**config.mk**
```make
export PLATFORM = sky130hd
export DESIGN_NAME = evg_sqrt_cell
export DESIGN_NICKNAME = d
export VERILOG_FILES = /design/src/rtl/core/evg_pkg.sv /design/src/rtl/core/evg_sqrt_cell.sv
export SDC_FILE = /design/constraint.sdc
export NUM_CORES = 1
export LEC_CHECK = 0
export BUFFER_PORTS_ARGS = -buffer_cell sky130_fd_sc_hd__buf_4
export CAP_MARGIN = 20
export CORE_AREA = 2 2 157 159
export DETAILED_ROUTE_END_ITERATION = 6
export DIE_AREA = 0 0 159 161
export GPL_TIMING_DRIVEN = 0
export HOLD_SLACK_MARGIN = 0.06
export PLACE_DENSITY = 0.66
export SLEW_MARGIN = 20
export SYNTH_ARGS = -nofsm -noshare
export SYNTH_HDL_FRONTEND = slang
export SYNTH_SLANG_ARGS = --single-unit
```
**constraint.sdc**
```tcl
create_clock -name clk -period 5.3 [get_ports clk]
set_input_delay 0.53 -clock clk [delete_from_list [all_inputs] [get_ports clk]]
set_output_delay 0.53 -clock clk [all_outputs]
set_load 0.03 [all_outputs]
```
**src/rtl/core/evg_pkg.sv**
```systemverilog
`default_nettype none
package evg_pkg;

  localparam int ANGLE_STEPS   = 128;
  localparam int COORD_BITS    = 32;
  localparam int QUARTER_STEPS = ANGLE_STEPS / 4;
  localparam int TAB_N         = QUARTER_STEPS / 2 + 1;
  localparam int TAB_AW        = $clog2(TAB_N);
  localparam int K_W           = $clog2(ANGLE_STEPS);
  localparam int J_W           = $clog2(QUARTER_STEPS);
  localparam int IDX_W         = 8;

  localparam int CFG_AW = 3;
  localparam int CFG_DW = 32;
  localparam int EXT_W  = 31;

  localparam logic [CFG_AW-1:0] REG_CENTER_X     = CFG_AW'(0);
  localparam logic [CFG_AW-1:0] REG_CENTER_Y     = CFG_AW'(1);
  localparam logic [CFG_AW-1:0] REG_FULL_WIDTH   = CFG_AW'(2);
  localparam logic [CFG_AW-1:0] REG_FULL_HEIGHT  = CFG_AW'(3);
  localparam logic [CFG_AW-1:0] REG_HIGH_QUALITY = CFG_AW'(4);

  // q1.30 trig values and normalized magnitudes
  localparam int TRIG_W  = 31;
  localparam int PROD_W  = 2 * TRIG_W;
  localparam int RAD_W   = 64;
  localparam int ROOT_W  = RAD_W / 2;
  localparam int REM_W   = ROOT_W + 2;
  localparam int Q_W     = 31;
  localparam int SQRT_CELLS = ROOT_W;
  localparam int DIV_CELLS  = Q_W;

  localparam longint unsigned PI_Q30  = 64'd3373259426;
  localparam longint unsigned ONE_Q30 = 64'd1 << 30;

  typedef logic [TRIG_W-1:0] trig_tab_t [TAB_N];

  // taylor series sin or cos of step j, evaluated at elaboration
  function automatic trig_tab_t make_trig_tab(input bit want_cos);
    trig_tab_t tab;
    longint unsigned x, x2, st, ct;
    longint ssum, csum;
    for (int j = 0; j < TAB_N; j++) begin
      x  = (64'(2 * j) * PI_Q30 + 64'(ANGLE_STEPS / 2)) / 64'(ANGLE_STEPS);
      x2 = (x * x + (64'd1 << 29)) >> 30;
      ssum = longint'(x);
      csum = longint'(ONE_Q30);
      st = x;
      ct = ONE_Q30;
      for (int n = 1; n <= 7; n++) begin
        st = ((st * x2) >> 30) / 64'((2 * n) * (2 * n + 1));
        ct = ((ct * x2) >> 30) / 64'((2 * n - 1) * (2 * n));
        if ((n % 2) == 1) begin
          ssum = ssum - longint'(st);
          csum = csum - longint'(ct);
        end else begin
          ssum = ssum + longint'(st);
          csum = csum + longint'(ct);
        end
      end
      if (ssum < 0) ssum = 0;
      if (ssum > longint'(ONE_Q30)) ssum = longint'(ONE_Q30);
      if (csum < 0) csum = 0;
      if (csum > longint'(ONE_Q30)) csum = longint'(ONE_Q30);
      tab[j] = want_cos ? csum[TRIG_W-1:0] : ssum[TRIG_W-1:0];
    end
    return tab;
  endfunction

  localparam trig_tab_t SIN_TAB = make_trig_tab(1'b0);
  localparam trig_tab_t COS_TAB = make_trig_tab(1'b1);

  typedef struct packed {
    logic valid;
    logic closing;
    logic degen;
    logic c_neg;
    logic s_neg;
    logic c_nz;
    logic s_nz;
  } evg_tag_t;

  typedef struct packed {
    evg_tag_t            tag;
    logic [RAD_W-1:0]    rad;
    logic [REM_W-1:0]    rem;
    logic [ROOT_W-1:0]   root;
    logic [TRIG_W-1:0]   u;
    logic [TRIG_W-1:0]   v;
  } evg_sq_t;

  typedef struct packed {
    evg_tag_t            tag;
    logic [ROOT_W-1:0]   d;
    logic [ROOT_W-1:0]   ru;
    logic [ROOT_W-1:0]   rv;
    logic [Q_W-1:0]      lu;
    logic [Q_W-1:0]      lv;
    logic [Q_W-1:0]      qu;
    logic [Q_W-1:0]      qv;
  } evg_dv_t;

endpackage
`default_nettype wire

```
**src/rtl/core/evg_sqrt_cell.sv**
```systemverilog
`default_nettype none
module evg_sqrt_cell import evg_pkg::*; (
  input  wire logic    clk,
  input  wire logic    rst_n,
  input  wire logic    adv,
  input  wire evg_sq_t sq_i,
  output evg_sq_t      sq_o
);

  evg_sq_t sq_nxt, sq_r;
  logic [REM_W+1:0] acc, trial, diff;

  // one root bit: bring down two radicand bits, try root*4+1
  always_comb begin
    sq_nxt = sq_i;
    acc    = {sq_i.rem, sq_i.rad[RAD_W-1 -: 2]};
    trial  = {2'b00, sq_i.root, 2'b01};
    diff   = acc - trial;
    if (acc >= trial) begin
      sq_nxt.rem  = diff[REM_W-1:0];
      sq_nxt.root = {sq_i.root[ROOT_W-2:0], 1'b1};
    end else begin
      sq_nxt.rem  = acc[REM_W-1:0];
      sq_nxt.root = {sq_i.root[ROOT_W-2:0], 1'b0};
    end
    sq_nxt.rad = {sq_i.rad[RAD_W-3:0], 2'b00};
  end

  always_ff @(posedge clk) begin
    if (!rst_n) begin
      sq_r.tag.valid <= 1'b0;
    end else if (adv) begin
      sq_r <= sq_nxt;
    end
  end

  assign sq_o = sq_r;

endmodule
`default_nettype wire

```
# == Word level (Yosys, flattened, before mapping) ==
# Cells that the tools add are included.
# word_totals
ff_bits,197
inputBits,202
elab_cells,16
# op_classes
addsub,1
order_cmp,1
mux,1
reduce_logical,1
# ops
cell,n
66-bit 2-to-1 mux,1
36-bit by 34-bit greater-or-equal comparator with 1-bit output,1
34-bit subtractor,1
2-bit AND reduction,1

# == Depth between registers and ports, before layout ==
# logic_depth
ltp_word,2
ltp_mapped,13

# == Worst setup path before layout ==
# Ideal clock, no wire load.
# synth_timing
path_type,input to register
start,input port adv
end,"register sq_r (netlist bit sq_o[0]), enable pin"
setup_time_ns,0.579
t_arrival_ns,4.978
required_time_ns,4.721
slack_ns,-0.258
cell_stages,1
cell_sequence,and2_1
# synth_via
elab_chain_cells,1
# synth_lines
item,line,text
"start, declared",evg_sqrt_cell.sv:5,"input wire logic adv,"
2-bit AND reduction (no line),--,
"end signal, assigned",evg_sqrt_cell.sv:33,sq_r <= sq_nxt;
"end, declared",evg_sqrt_cell.sv:10,"evg_sq_t sq_nxt, sq_r;"
# No other way between the ends.
# A chain may end at the register's enable or synchronous reset.

==> metrics.csv <==
metric,value,unit
status,"finished, final reports clean",
largest net degree at the start of global routing,44,
share of layout cells above drive strength 1,0.452,
DIE WIDTH,159,um
CTS resizes,0,
post-synth top area cell,edfxtp_1,
CP Max Fanout,10,
CTS H-tree lvls,4,
number of flops mapped to enable cells by yosys,196,
total core area,24000,um2
clk_skew,0,ps
synthesized cell area,8300,um2
synth warn,0,
Final Setup Violations,0,
Initial Util,0.347,
DRT antenna net count,0,
DP HPWL,21800,um
top post-synthesis cells by count,"196 x edfxtp_1, 48 x nand2_1, 41 x inv_1",
Synth top area share,0.709,
routed wire length,27400,um
clk root buf,clkbuf_16,
Hold Crit Start,sq_i[134],
drt initial violations,336,
post-synthesis cell type count,58,
Routed WL per cell,20.7,um
Worst-path clk slew,90,ps
Worst slew margin,0.554,
worst-margin pin slew,669,ps
Placed Area,11800,um2
gr usage total,0.208,
P per Cell Area,331,nW/um2
max reg flops,197,
Worst path max stage delay,560,ps
Synth area leaders,"edfxtp_1 71%, ha_1 5.1%, nand2_1 2.2%",
sw power,0.00125,W
drt first pass iters,4,
required time of the critical path,5430,ps
clock power share,0.324,
Nets,1224,
Mapped Cells,566,
Synth async-reset ratio,0,
combinational share of power,0.217,
num rows,57,
part of the cycle the worst path needs,0.615,
mean number of vias per cell,4.74,
Internal,0.00286,W
IO Port Bufs,398,
Setup Total Neg Slack,0,ps
worst hold path class,input port to register,
buffer and inverter count on the worst path,3,
Synth Register Bits,197,
Worst VDD drop,204,uV
# Max-Cap Violations,0,
clk_lat worst skew,430,ps
CP Cell Sequence,buf_4 > inv_1 > ha_1 > a21o_1 > o41ai_1 > o211ai_1 > a211oi_1 > o21a_1 > clkbuf_1 > o21ai_1,
vias in the first global route,6179,
num ports,401,
Die Ht,161,um
postcts setup bufs,0,
crit path time final,3260,ps
CTS Sinks,197,
CP arrival,3390,ps
Final Hold Fails,0,
Max Slew Vio Count,0,
Slowest cell on crit path,clkbuf_1,
sequential fraction of the synthesis area,0.711,
commonest register cell after synthesis,edfxtp_1,
post-synthesis area per instance,14.7,um2
Longest Clk Path Bufs,2,
crit start category,input port,
Num CTS Buffers,17,
Reg power frac,0.459,
routability congestion estimate,0.860,
initial antenna violation count,5,
CTS Hold Bufs,0,
WS Path Type,input port to register,
GRT overflow,0,
vias,6286,
Max Freq,307,MHz
Critical path origin,sq_i[69],
most numerous cell in the Yosys netlist,edfxtp_1,
Leak,5.33,nW
die area,25600,um2
Switching Fraction,0.304,
Setup crit end kind,register,
"Design Area, Final",12400,um2
post-route DRC violation count,0,
first-pass GRT wire length,39400,um
CTS tree,yes,
CP top delay family,compound AO/OA/AOI/OAI gates,
R2R Path Start,sq_o[198],
RSZ-0062 raised after global routing,false,
area delta synth->final,49.3,%
[per-layer routing]
metal,vias to the layer above,global-route usage,share of wire
met1,3029,0.248,0.39
met2,241,0.356,0.51
li1,2969,-,-
met3,39,0.0765,0.082
met4,8,0.0574,0.016
met5,-,0,0.0017
[worst reg2reg max path, cell delays in order, from the launching register on]
cell and delay [ps]:
dfxtp_1 380, mux2i_1 90, nor2b_1 120
[through the flow]
| stage | cells | total power [W] | utilization | hold slack, ps | worst slack [ps] |
|---|---|---|---|---|---|
| 3_3_place_gp | 1289 | 0.00280 | 0.488 | 537 | 702 |
| 3_5_place_dp | 1293 | 0.00282 | 0.492 | 579 | 1600 |
| 6_report | 1326 | 0.00411 | 0.517 | 259 | 2040 |
| 2_1_floorplan | 567 | 0.00242 | - | 629 | 1910 |
| 4_1_cts | 1325 | 0.00416 | 0.517 | 237 | 2050 |
| 5_1_grt | 1325 | 0.00427 | 0.517 | 238 | 1840 |
[layout by cell type (no fill, tap or decap), drive strengths merged, types with 16 or more instances in the layout]
cell	instances
ha	34
nand2	48
a21o	22
edfxtp	196
a21oi	26
buf	411
clkbuf	23
inv	49
o21ai	44
xor2	16
[final cells by class]
class,count,area (um2)
Multi-Input combinational cell,314,2180
Clock inverter,14,183
Antenna cell,1,2.50
Fill cell,2136,11600
Timing Repair Buffer,402,3070
Clock buffer,18,429
Tap cell,324,405
Sequential cell,197,5910
Inverter,42,158
Buffer,14,71.3
[worst paths after layout]
path	end	slack [ps]	cells after the start
worst min-delay path	sq_o[136]	260	1
worst min register to register	sq_o[198]	580	2
worst max-delay path	sq_o[111]	2040	10
worst max register to register	sq_o[198]	4650	2
[power by group through the flow]
| stage | Combinational, W | Clock [W] | Sequential (W) |
|---|---|---|---|
| floorplan | 0.000263 | 0 | 0.00216 |
| global placement | 0.000877 | 0 | 0.00193 |
| detailed placement | 0.000895 | 0 | 0.00192 |
| CTS | 0.000898 | 0.00137 | 0.00189 |
| global route | 0.000945 | 0.00142 | 0.00190 |
| finish | 0.000891 | 0.00133 | 0.00188 |
[cell families (layout without fill, tap and decap cells)]
kind of cell / count (synthesis) / in the layout / share of synthesized area
DFF: 197 / 197 / 0.711
muxes: 7 / 7 / 0.00889
and+or+nand+nor: 114 / 114 / 0.0672
AOI/OAI and AO/OA: 129 / 129 / 0.104
other: 1 / 3 / 0.000452
xor gates and xnor gates: 28 / 28 / 0.0295
buffers and inverters: 56 / 490 / 0.0276
adders and majority gates: 34 / 34 / 0.0512
Note: power is estimated with default switching activity, not from simulation.
