$ cat src/rtl/core/evg_pkg.sv
`default_nettype none
package evg_pkg;

  localparam int ANGLE_STEPS   = 128;
  localparam int COORD_BITS    = 32;
  localparam int QUARTER_STEPS = ANGLE_STEPS / 4;
  localparam int TAB_N         = QUARTER_STEPS / 2 + 1;
  localparam int TAB_AW        = $clog2(TAB_N);
  localparam int K_W           = $clog2(ANGLE_STEPS);
  localparam int J_W           = $clog2(QUARTER_STEPS);
  localparam int IDX_W         = 8;

  localparam int CFG_AW = 3;
  localparam int CFG_DW = 32;
  localparam int EXT_W  = 31;

  localparam logic [CFG_AW-1:0] REG_CENTER_X     = CFG_AW'(0);
  localparam logic [CFG_AW-1:0] REG_CENTER_Y     = CFG_AW'(1);
  localparam logic [CFG_AW-1:0] REG_FULL_WIDTH   = CFG_AW'(2);
  localparam logic [CFG_AW-1:0] REG_FULL_HEIGHT  = CFG_AW'(3);
  localparam logic [CFG_AW-1:0] REG_HIGH_QUALITY = CFG_AW'(4);

  // q1.30 trig values and normalized magnitudes
  localparam int TRIG_W  = 31;
  localparam int PROD_W  = 2 * TRIG_W;
  localparam int RAD_W   = 64;
  localparam int ROOT_W  = RAD_W / 2;
  localparam int REM_W   = ROOT_W + 2;
  localparam int Q_W     = 31;
  localparam int SQRT_CELLS = ROOT_W;
  localparam int DIV_CELLS  = Q_W;

  localparam longint unsigned PI_Q30  = 64'd3373259426;
  localparam longint unsigned ONE_Q30 = 64'd1 << 30;

  typedef logic [TRIG_W-1:0] trig_tab_t [TAB_N];

  // taylor series sin or cos of step j, evaluated at elaboration
  function automatic trig_tab_t make_trig_tab(input bit want_cos);
    trig_tab_t tab;
    longint unsigned x, x2, st, ct;
    longint ssum, csum;
    for (int j = 0; j < TAB_N; j++) begin
      x  = (64'(2 * j) * PI_Q30 + 64'(ANGLE_STEPS / 2)) / 64'(ANGLE_STEPS);
      x2 = (x * x + (64'd1 << 29)) >> 30;
      ssum = longint'(x);
      csum = longint'(ONE_Q30);
      st = x;
      ct = ONE_Q30;
      for (int n = 1; n <= 7; n++) begin
        st = ((st * x2) >> 30) / 64'((2 * n) * (2 * n + 1));
        ct = ((ct * x2) >> 30) / 64'((2 * n - 1) * (2 * n));
        if ((n % 2) == 1) begin
          ssum = ssum - longint'(st);
          csum = csum - longint'(ct);
        end else begin
          ssum = ssum + longint'(st);
          csum = csum + longint'(ct);
        end
      end
      if (ssum < 0) ssum = 0;
      if (ssum > longint'(ONE_Q30)) ssum = longint'(ONE_Q30);
      if (csum < 0) csum = 0;
      if (csum > longint'(ONE_Q30)) csum = longint'(ONE_Q30);
      tab[j] = want_cos ? csum[TRIG_W-1:0] : ssum[TRIG_W-1:0];
    end
    return tab;
  endfunction

  localparam trig_tab_t SIN_TAB = make_trig_tab(1'b0);
  localparam trig_tab_t COS_TAB = make_trig_tab(1'b1);

  typedef struct packed {
    logic valid;
    logic closing;
    logic degen;
    logic c_neg;
    logic s_neg;
    logic c_nz;
    logic s_nz;
  } evg_tag_t;

  typedef struct packed {
    evg_tag_t            tag;
    logic [RAD_W-1:0]    rad;
    logic [REM_W-1:0]    rem;
    logic [ROOT_W-1:0]   root;
    logic [TRIG_W-1:0]   u;
    logic [TRIG_W-1:0]   v;
  } evg_sq_t;

  typedef struct packed {
    evg_tag_t            tag;
    logic [ROOT_W-1:0]   d;
    logic [ROOT_W-1:0]   ru;
    logic [ROOT_W-1:0]   rv;
    logic [Q_W-1:0]      lu;
    logic [Q_W-1:0]      lv;
    logic [Q_W-1:0]      qu;
    logic [Q_W-1:0]      qv;
  } evg_dv_t;

endpackage
`default_nettype wire

$ cat src/rtl/core/evg_div_cell.sv
`default_nettype none
module evg_div_cell import evg_pkg::*; (
  input  wire logic    clk,
  input  wire logic    rst_n,
  input  wire logic    adv,
  input  wire evg_dv_t dv_i,
  output evg_dv_t      dv_o
);

  evg_dv_t dv_nxt, dv_r;
  logic [ROOT_W:0] shu, shv, difu, difv, dext;

  // one quotient bit for both u/d and v/d
  always_comb begin
    dv_nxt = dv_i;
    dext   = {1'b0, dv_i.d};
    shu    = {dv_i.ru, dv_i.lu[Q_W-1]};
    shv    = {dv_i.rv, dv_i.lv[Q_W-1]};
    difu   = shu - dext;
    difv   = shv - dext;
    if (shu >= dext) begin
      dv_nxt.ru = difu[ROOT_W-1:0];
      dv_nxt.qu = {dv_i.qu[Q_W-2:0], 1'b1};
    end else begin
      dv_nxt.ru = shu[ROOT_W-1:0];
      dv_nxt.qu = {dv_i.qu[Q_W-2:0], 1'b0};
    end
    if (shv >= dext) begin
      dv_nxt.rv = difv[ROOT_W-1:0];
      dv_nxt.qv = {dv_i.qv[Q_W-2:0], 1'b1};
    end else begin
      dv_nxt.rv = shv[ROOT_W-1:0];
      dv_nxt.qv = {dv_i.qv[Q_W-2:0], 1'b0};
    end
    dv_nxt.lu = {dv_i.lu[Q_W-2:0], 1'b0};
    dv_nxt.lv = {dv_i.lv[Q_W-2:0], 1'b0};
  end

  always_ff @(posedge clk) begin
    if (!rst_n) begin
      dv_r.tag.valid <= 1'b0;
    end else if (adv) begin
      dv_r <= dv_nxt;
    end
  end

  assign dv_o = dv_r;

endmodule
`default_nettype wire

$ cat config.mk
export PLATFORM = sky130hd
export DESIGN_NAME = evg_div_cell
export DESIGN_NICKNAME = d
export VERILOG_FILES = /design/src/rtl/core/evg_pkg.sv /design/src/rtl/core/evg_div_cell.sv
export SDC_FILE = /design/constraint.sdc
export NUM_CORES = 1
export LEC_CHECK = 0
export ABC_AREA = 1
export BUFFER_PORTS_ARGS = -buffer_cell sky130_fd_sc_hd__buf_2
export CAP_MARGIN = 10
export CELL_PAD_IN_SITES_DETAIL_PLACEMENT = 1
export CELL_PAD_IN_SITES_GLOBAL_PLACEMENT = 2
export CORE_MARGIN = 1.5
export CORE_UTILIZATION = 25
export DETAILED_ROUTE_END_ITERATION = 8
export PLACE_DENSITY_LB_ADDON = 0.08
export RECOVER_POWER = 100
export SETUP_SLACK_MARGIN = 0.3
export SYNTH_ARGS = -nofsm -noshare
export SYNTH_HDL_FRONTEND = slang
export SYNTH_SLANG_ARGS = --single-unit
$ cat constraint.sdc
create_clock -name clk -period 7.5 [get_ports clk]
set_input_delay 0.375 -clock clk [delete_from_list [all_inputs] [get_ports clk]]
set_output_delay 0.375 -clock clk [all_outputs]
set_load 0.05 [all_outputs]
# Word level (Yosys, flattened, before mapping)
# Index checks and enable logic that the tools add are counted.
# W data, S select, Z words.
[classes]
addsub = 2
order_cmp = 2
muxes = 4
n_reduce_logical = 1
[op_table]
columns = ["operator", "count"]
rows = [
  ["$ge A33 B32 Y1", 2],
  ["$mux W32", 2],
  ["$sub A32 B32 Y32", 2],
  ["$mux W1", 2],
  ["$reduce_and A2 Y1", 1],
]
[word_totals]
reg_bits = 225
input_bits = 230
output_inout_bits = 227
wordCells = 23

# Longest topological paths before layout
[logic_depth]
word_depth = 2
ltp_mapped = 15

# Worst setup path after synthesis
# Ideal clock, no wire load.
[synth_path]
path_kind = "input-to-reg"
startpoint = "in rst_n"
endpoint = "reg dv_r (netlist bit dv_o[0]), enable pin"
t_arrival_ns = 4.708
t_required_ns = 6.925
slack_ns = 2.217
path_stages = 2
cell_sequence = "nand2_1 inv_1"
[synth_via]
elab_chain_len = 1
[synth_rtl]
columns = ["item", "line_no", "source"]
rows = [
  ["start: declaration", "evg_div_cell.sv:4", "input wire logic rst_n,"],
  ["$reduce_and A2 Y1 (no source line)", "--", ""],
  ["end signal: assignment", "evg_div_cell.sv:43", "dv_r <= dv_nxt;"],
  ["end: declaration", "evg_div_cell.sv:10", "evg_dv_t dv_nxt, dv_r;"],
]
# Every way passes these cells.
# A chain may end at the register's enable or synchronous reset.

# Worst setup path after layout
[layout_path]
startpoint = "in rst_n"
endpoint = "reg dv_r (netlist bit dv_o[179]), enable pin"
# Same word-level chain as after synthesis.

==> results.py <==
metrics = {
    "power_and_ir_drop": {
        "irDropWorstVdd_mv": 0.123,
        "powerDensity_mw_per_mm2": 219,
        "p_leak_nw": 8.73,
    },
    "placement": {
        "place_congestion": 0.817,
        "dpl.hpwl_um": 48100,
        "numPortBuffers": 452,
        "numPlacedInstances": 2730,
    },
    "critical_path": {
        "crit_start": "rst_n",
        "critPathCapture": "dv_o[179]$_DFFE_PP_",
        "setup.worst_path.start_class": "input pin",
        "r2r_start": "dv_o[226]$_SDFFE_PN0P_",
        "reg2reg_depth": 2,
        "worst_path_largest_cell_delay_ns": 2.81,
        "cpLargestDelayFamily": "buffers and inverters",
        "reg2reg_to": "dv_o[226]$_SDFFE_PN0P_",
        "critPathSlowestCell": "clkinvlp_2",
        "cp.required_ns": 7.63,
        "crit_chain": "buf_2 > nand2_1 > clkinvlp_2 > buf_4",
        "crit_path_end_kind": "register",
        "path_class": "in2reg",
        "arrival_ns": 5.03,
        "rrSetupSlack_ns": 6.85,
        "crit_cells": 4,
        "path_max_fanout": 90,
        "critPathBufInv": 3,
    },
    "sta": {
        "slew_violations": 125,
        "finClkSkew_ns": 0,
        "final.setup.tns_ns": 0,
        "rsz0062_at_grt": "no",
        "layout_min_cycle_time_ns": 4.90,
        "hold_viol": 0,
        "worst_pin_slew_ns": 3.84,
        "max_slew_margin_pct": -158,
        "fin_crit_sh_pct": 65.3,
        "setup_violations": 0,
        "max_freq_ghz": 0.204,
    },
    "cts": {
        "cts_tree": "yes",
        "clock-sinks": 225,
        "path_clk_slew_ns": 0.06,
        "insertion_delay_ns": 0.55,
        "htreeDepth": 1,
        "cts_resized": 0,
        "post-cts-setup-buffers": 0,
        "hold_buffers": 146,
        "clock_tree.buffer_depth": 3,
        "cts-buffers-inserted": 26,
        "root_buffer": "clkbuf_16",
    },
    "global_route": {
        "grt_pass1_wl_um": 84100,
        "grt_max_degree": 91,
        "overflow": 0,
        "globalRouteTotalUtil_pct": 21.1,
        "grt_pass1_vias": 12879,
        "antenna_found_initial": 8,
    },
    "cells_and_area": {
        "layout-drive-gt1-share_pct": 11.2,
        "final_cell_mix": "658 x nand2_1, 307 x inv_1, 274 x clkbuf_1",
        "nets": 2520,
        "finalNonFillerCells": 2927,
        "final_common_cell": "nand2_1",
        "syn_to_final_growth_pct": 37.6,
        "largest_register_ffs": 225,
    },
    "floorplanning": {
        "design.core.area_mm2": 0.0517,
        "fp-row-count": 83,
        "ios": 457,
        "die_width_um": 233,
        "initial_core_util_pct": 25.5,
        "die_h_um": 233,
        "dieArea_mm2": 0.0541,
    },
    "status": {
        "status": "complete, but fails checks",
        "failed_checks": "capacitance limit, slew limit",
    },
    "logic_synthesis": {
        "synthMuxAreaShare_pct": 0,
        "ys_async_sr_fraction_pct": 0,
        "synth_fa_ha_area_share_pct": 6.38,
        "synth-compound-area-share_pct": 1.58,
        "yosys_warnings": 0,
        "ys_types": 31,
        "synth_ff_type": "edfxtp_1",
        "syn_inst": 1613,
        "synth_top_family_by_area": "simple AND/OR/NAND/NOR gates",
        "synth-edff-count": 224,
        "synth_xor_area_share_pct": 1.86,
        "synth_seq_cells": 225,
        "ys_seq_area_share_pct": 51.2,
        "synth_area_mm2": 0.0132,
        "synth.avg_cell_area_um2": 8.17,
        "synth-simple-area-share_pct": 29.0,
    },
    "routing": {
        "drt_iter0_markers": 387,
        "wire_per_inst_um": 20.1,
        "avgViaCountPerCell": 4.25,
        "dr.pass1.iters": 5,
        "drc": 0,
        "postRouteAntennaNets": 0,
        "totalWireLength_um": 58800,
        "vias": 12437,
    },
    "run": {
        "drv_cap": 2,
    },
    "worst_hold_path": {
        "hold_path_class": "in2reg",
    },
}
## worst min-delay path by stage
stage,start,to,slack [ns],cells after the start
after global placement,dv_o[226]$_SDFFE_PN0P_,dv_o[226]$_SDFFE_PN0P_,0.52,2
final,dv_i[226],dv_o[226]$_SDFFE_PN0P_,0.06,3
after floorplan,adv,dv_o[226]$_SDFFE_PN0P_,0.47,1
after global routing,dv_i[226],dv_o[226]$_SDFFE_PN0P_,0.04,3
after CTS,adv,dv_o[226]$_SDFFE_PN0P_,0.002,2
after detailed placement,dv_i[114],dv_o[115]$_DFFE_PP_,0.55,1
## worst register-to-register path: cells and delay by family (launching register included)
kind | cells | cell delay, ns
flip-flops | 1 | 0.31
AO/OA/AOI/OAI | 2 | 0.22
## metrics by stage
step	hold slack (ns)	worst slack, ns	instance area [um^2]	power, W	util [%]
finish	0.0575	2.60	18100	0.00397	35.1
floorplan	0.468	2.22	13200	0.00232	-
global placement	0.515	4.04	16200	0.00266	31.3
global route	0.0429	2.14	18100	0.00417	35.1
detailed placement	0.553	4.24	16200	0.00267	31.3
CTS	0.00217	4.35	18500	0.00405	35.8
## logic make-up (layout without fill, tap and decap cells)
| group | after synthesis | in the layout |
|---|---|---|
| buffers and inverters | 329 | 958 |
| AO/OA/AOI/OAI | 40 | 40 |
| XOR/XNOR | 28 | 28 |
| adder cells (fa/ha/maj) | 66 | 66 |
| flip-flops | 225 | 225 |
| other | 1 | 6 |
| AND/OR/NAND/NOR | 924 | 924 |
## cells in the mapped netlist (2+ instances only)
library cell / count / share of area (%)
nand4_1: 8 / 0.38
buf_4: 2 / 0.11
o21bai_1: 2 / 0.11
xnor2_1: 2 / 0.13
xor2_1: 26 / 1.7
nand3_2: 5 / 0.38
nor3_4: 2 / 0.25
fa_1: 2 / 0.30
inv_1: 308 / 8.8
nand2_2: 13 / 0.62
nor2_1: 81 / 2.3
and2_1: 8 / 0.38
nor3_1: 21 / 0.80
nand3_1: 120 / 4.6
buf_2: 12 / 0.46
edfxtp_1: 224 / 51
nand2_1: 658 / 19
a21oi_1: 36 / 1.4
nand3b_1: 4 / 0.23
ha_1: 64 / 6.1
buf_6: 5 / 0.43
## report_power, final
part	internal (W)	total [W]	switching, W
logic	0.000292	0.00114	0.000844
clock network	0.000760	0.00129	0.000533
registers	0.00151	0.00154	0.0000264
## final cells by class
cell class,instances,area [um^2]
diodes,4,10.0
fillers,6401,33600
flip-flops and latches,225,6750
clock inverters,12,140
inverters,309,1160
well taps,680,851
repair buffers,602,3420
clock buffers,35,706
multi-input cells,1060,5110
## metal layers
metal	GRT usage (%)	share of wire (%)	vias to the layer above
met1	27.2	45	5727
met5	0	0.087	-
met2	36.3	47	349
met3	4.83	6.8	63
met4	3.73	1.6	8
li1	-	-	6290
(Power assumes the default switching activity.)
